### src/rtl/permutation_matrix_check_defines.svh
// assertion macros used by permutation_matrix_check.sv
`ifndef PERMUTATION_MATRIX_CHECK_DEFINES_SVH
`define PERMUTATION_MATRIX_CHECK_DEFINES_SVH

`ifndef SYNTHESIS

// checked property, ignored while reset is asserted
`define PMC_ASSERT(lbl, prop) \
    lbl: assert property (@(posedge i_clk) disable iff (!i_rst_n) prop) \
        else $error("pmc assertion failed");

// checked property, also evaluated during reset
`define PMC_ASSERT_ALWAYS(lbl, prop) \
    lbl: assert property (@(posedge i_clk) prop) \
        else $error("pmc assertion failed");

`else

`define PMC_ASSERT(lbl, prop)
`define PMC_ASSERT_ALWAYS(lbl, prop)

`endif

`endif

### src/rtl/pmc_ram.sv
`default_nettype none

module pmc_ram #(
    parameter int WIDTH = 8,
    parameter int DEPTH = 16
) (
    input  wire logic                     i_clk,
    input  wire logic                     i_wr_en,
    input  wire logic [$clog2(DEPTH)-1:0] i_wr_addr,
    input  wire logic [WIDTH-1:0]         i_wr_data,
    input  wire logic                     i_rd_en,
    input  wire logic [$clog2(DEPTH)-1:0] i_rd_addr,
    output logic      [WIDTH-1:0]         o_rd_data
);

    logic [WIDTH-1:0] r_mem [DEPTH];
    logic [WIDTH-1:0] r_rd_data;

    // one write port, one registered read port
    always_ff @(posedge i_clk) begin
        if (i_wr_en) begin
            r_mem[i_wr_addr] <= i_wr_data;
        end
        if (i_rd_en) begin
            r_rd_data <= r_mem[i_rd_addr];
        end
    end

    assign o_rd_data = r_rd_data;

endmodule

`default_nettype wire

### config.mk
export PLATFORM = sky130hd
export DESIGN_NAME = pmc_ram
export DESIGN_NICKNAME = d
export VERILOG_FILES = /design/src/rtl/permutation_matrix_check_defines.svh /design/src/rtl/pmc_ram.sv
export SDC_FILE = /design/constraint.sdc
export NUM_CORES = 1
export LEC_CHECK = 0
export ABC_AREA = 0
export BUFFER_PORTS_ARGS = -buffer_cell sky130_fd_sc_hd__buf_2
export CAP_MARGIN = 20
export CORE_ASPECT_RATIO = 1.75
export CORE_MARGIN = 4
export CORE_UTILIZATION = 35
export CTS_BUF_LIST = sky130_fd_sc_hd__clkbuf_8 sky130_fd_sc_hd__clkbuf_16
export DETAILED_ROUTE_END_ITERATION = 16
export PLACE_DENSITY_LB_ADDON = 0.08
export SLEW_MARGIN = 30
export SYNTH_ARGS = -nofsm -noshare
export SYNTH_HDL_FRONTEND = slang
export SYNTH_SLANG_ARGS = --single-unit
### constraint.sdc
create_clock -name i_clk -period 5.25 [get_ports i_clk]
set_clock_uncertainty 0.15 [all_clocks]
set_input_delay 1.05 -clock i_clk [delete_from_list [all_inputs] [get_ports i_clk]]
set_output_delay 1.05 -clock i_clk [all_outputs]
set_load 0.03 [all_outputs]
==> summary.md <==
| Metric | Value |
|---|---|
| Setup crit end kind | register |
| Top-area cell type share of the netlist area | 78.12% |
| Critical setup path kind | primary input to register |
| Type of the worst min-delay path | register to register |
| Die extent in x | 100.4 um |
| Setup repair after global routing missed its margin | no |
| Pin count of the biggest net entering global routing | 33 |
| Hold violation count in the final report | 0 |
| Synthesized netlist cell count | 229 |
| Die area | 17,030 um^2 |
| Hold-fix buffers at CTS | 0 |
| Adder-cell share of the synthesized area | 0% |
| Antenna Cells | 0 |
| Comb power frac | 4.5% |
| Worst-path fanout max | 26 |
| Number of setup violations in the final report | 0 |
| Clock tree root buffer cell | sky130_fd_sc_hd__clkbuf_16 |
| Cell type with the largest total area after synthesis | sky130_fd_sc_hd__edfxtp_1 |
| Share of the synthesized netlist area taken by xor and xnor gates | 0% |
| Count of flip-flops with a built-in enable after synthesis | 136 |
| Ys Warns | 0 |
| CP Data Arrival Time | 2.62 ns |
| Leading cell type by number of instances after synthesis | sky130_fd_sc_hd__edfxtp_1 |
| Wire length reported by the detailed router | 10.69 mm |
| Total of cells resized after clock tree synthesis | 0 |
| Highest achievable clock rate | 382.3 MHz |
| Average instance area after synthesis | around 23 um^2 |
| HPWL Detailed | 7.166 mm |
| Share of final-layout standard cells stronger than drive strength 1 | 29.54% |
| Core occupancy in the finished layout | between 40% and 50% |
| Placement-stage cell area | approximately 5500 um^2 |
| Number of placement rows | 58 |
| Status | completed |
| Initial DRC Count | 103 |
| Starting density of the core | between 30 and 40% |
| Core area | approximately 15,000 um^2 |
| Maximum capacitance violations | 0 |
| Share of async-settable or async-resettable flops after synthesis | 0% |
| Dominant synthesized flop cell | sky130_fd_sc_hd__edfxtp_1 |
| Number of different library cells in the post-synthesis netlist | 18 |
| Pwr dens | about 420 nW/um^2 |
| Final weighted congestion in routability-driven placement | 0.7101 |
| Global-route wire length before repair | 16.39 mm |
| Number of nets in the layout | 288 |
| Worst-case reg-to-reg path depth | 3 |
| Depth of the CTS H-tree | 4 |
| Main combinational cell family by area after synthesis | multiplexers |
| Post-route clock period utilization | 49.82% |
| CTS tree | built |
| Share of the synthesized area in compound gates (AO/OA/AOI/OAI) | 2.298% |
| Netlist Area Pre-Place | 5228 um^2 |
| Time the worst path needs with I/O delays and setup | 2.616 ns |
| Synthesis-to-finish area growth | 18.24% |
| Dominant cells by area after synthesis | sky130_fd_sc_hd__edfxtp_1 78%, sky130_fd_sc_hd__mux4_2 7.8%, sky130_fd_sc_hd__mux4_1 7.0% |
| Clock slew at reported path FFs | roughly 0.060 ns |
| Overflow left after global routing | 0 |
| Switching part of the total power | slightly below 20% |
| Total clock buffers created by CTS | 17 |
| Vias per std cell | 5.089 |
| Overall global routing resource usage | 13.75% |
| Clock latency at the later pin of the worst-skew pair | between 0.4 and 0.5 ns |
| Vias in the first global route | ~2,700 |
| Via Count | around 2,300 |
| Setup bufs post-CTS | 0 |
| Data required time of the critical path | roughly 5.3 ns |
| TritonCTS sink count | 136 |
| Sequential share of the synthesized area | 78.12% |
| Share of total power in sequential cells | 47.1% |
| Number of pins with negative max-slew slack in the final report | 0 |
| Final std cell area, no fill | a little over 6000 um^2 |
| Largest voltage drop on the vdd net | 0.2049 mV |
| DRC Markers | 0 |
| Routed wirelength normalized by instance count | about 23 um |
| Number of iterations in the first detailed-routing pass | 4 |
| Fraction of synthesized area in multiplexers | 14.79% |
| Number of antenna violations at the first check in global routing | 0 |
| Synth Net Count | 248 |
| FF+latch count, synth | 136 |
| Standby leakage power | 2.037 nW |
| Share of power burned in the clock network | 48.4% |
| Port Buffers | 26 |
| Setup total negative slack | 0 ns |
| Switching Power | ~0.5 mW |
| Simple-gate share of the synthesized area | 3.135% |
| Internal Dissipation | ~2.1 mW |
| Number of buffers on the longest clock path | 2 |
| Count of pins on the block boundary | 27 |
| Post-synth top cells | 136 x sky130_fd_sc_hd__edfxtp_1, 18 x sky130_fd_sc_hd__mux4_2, 16 x sky130_fd_sc_hd__a22oi_1, 14 x sky130_fd_sc_hd__mux4_1, 13 x sky130_fd_sc_hd__nor2_1 |
| Critical path launch point type | primary input |
| Relative slew slack | 36.87% |
| Worst hold path cell count | 3 |
| Slew @ Worst Pin | approximately 0.94 ns |
| Vertical die dimension | 169.7 um |
| Post-detailed-route count of antenna-violating nets | 0 |
## layout make-up
class | instances | area, um^2
flip-flops and latches | 136 | 4084
fillers | 1303 | 8333
repair buffers | 31 | 170.2
well taps | 180 | 225.2
clock buffers | 17 | 425.4
multi-input cells | 83 | 1070
clock inverters | 14 | 206.4
## worst paths after layout
check                                    end  slack [ns]         start
worst min-delay path            o_rd_data[1]        0.60  r_mem[14][1]
worst max-delay path            o_rd_data[3]        2.63  i_rd_addr[0]
worst min register to register  o_rd_data[1]        0.60  r_mem[14][1]
worst max register to register  o_rd_data[1]        3.63   r_mem[0][1]
## cell usage in the layout (no fill, tap or decap)
cell type                    Yosys  layout
sky130_fd_sc_hd__clkbuf_16       0      17
sky130_fd_sc_hd__and2_1          1       1
sky130_fd_sc_hd__nand3_1         1       1
sky130_fd_sc_hd__clkinv_2        0       1
sky130_fd_sc_hd__nor2_2          0       5
sky130_fd_sc_hd__a22oi_1        16      16
sky130_fd_sc_hd__edfxtp_1      136     136
sky130_fd_sc_hd__clkinvlp_4      0       3
sky130_fd_sc_hd__clkinv_4        0       1
sky130_fd_sc_hd__inv_6           0       1
sky130_fd_sc_hd__buf_2           3      25
sky130_fd_sc_hd__clkinv_1        0       2
sky130_fd_sc_hd__inv_1           0       1
sky130_fd_sc_hd__nor2b_1         1       1
sky130_fd_sc_hd__nand2_1         9       9
sky130_fd_sc_hd__buf_4           1       6
sky130_fd_sc_hd__and2b_1         1       1
sky130_fd_sc_hd__nand3b_1        2       2
sky130_fd_sc_hd__nor3_1          4       4
sky130_fd_sc_hd__nand2b_1        2       2
sky130_fd_sc_hd__bufinv_16       0       5
sky130_fd_sc_hd__or3b_2          1       1
sky130_fd_sc_hd__mux4_1         14      14
sky130_fd_sc_hd__nor2_1         13       8
sky130_fd_sc_hd__mux4_2         18      18
## power by group through the flow
stage	Clock, mW	Sequential, mW	Combinational, mW
after detailed placement	0	1.25	0.120
final	1.26	1.23	0.117
after floorplan	0	1.26	0.0617
after global routing	1.34	1.23	0.128
after global placement	0	1.25	0.119
after CTS	1.29	1.23	0.121
## critical path, cell delays in order
cell and delay (ns):
sky130_fd_sc_hd__buf_4 0.43, sky130_fd_sc_hd__buf_4 0.29, sky130_fd_sc_hd__mux4_1 0.57, sky130_fd_sc_hd__a22oi_1 0.21, sky130_fd_sc_hd__nand2_1 0.07
## registers in the layout, summed over array words and instances (netlist names)
register,count
o_rd_data,8
r_mem,128
## layer usage
metal  global-route usage, %  part of all wire, %  routed length (um)  up-vias
li1                        -                    -                   -     1059
met1                   16.07                   40                4322     1221
met2                   24.12                   55                5872       49
met3                   2.879                  2.6                 283       17
met4                   5.982                  2.0                 209        0
met5                       0                    0                   0        -
## through the flow
stage	hold WS (ns)	setup WS (ns)	total power [mW]	std cells
floorplan	0.5548	2.557	1.323	229
global placement	0.5856	1.857	1.371	430
detailed placement	0.5820	1.827	1.373	430
CTS	0.5972	2.244	2.641	461
global route	0.6505	2.496	2.703	461
finish	0.5962	2.634	2.609	461
## logic make-up after synthesis
group           Yosys count
mux                      32
simple gates             35
flops                   136
compound gates           16
buf+inv                  10
(Power assumes the default switching activity.)
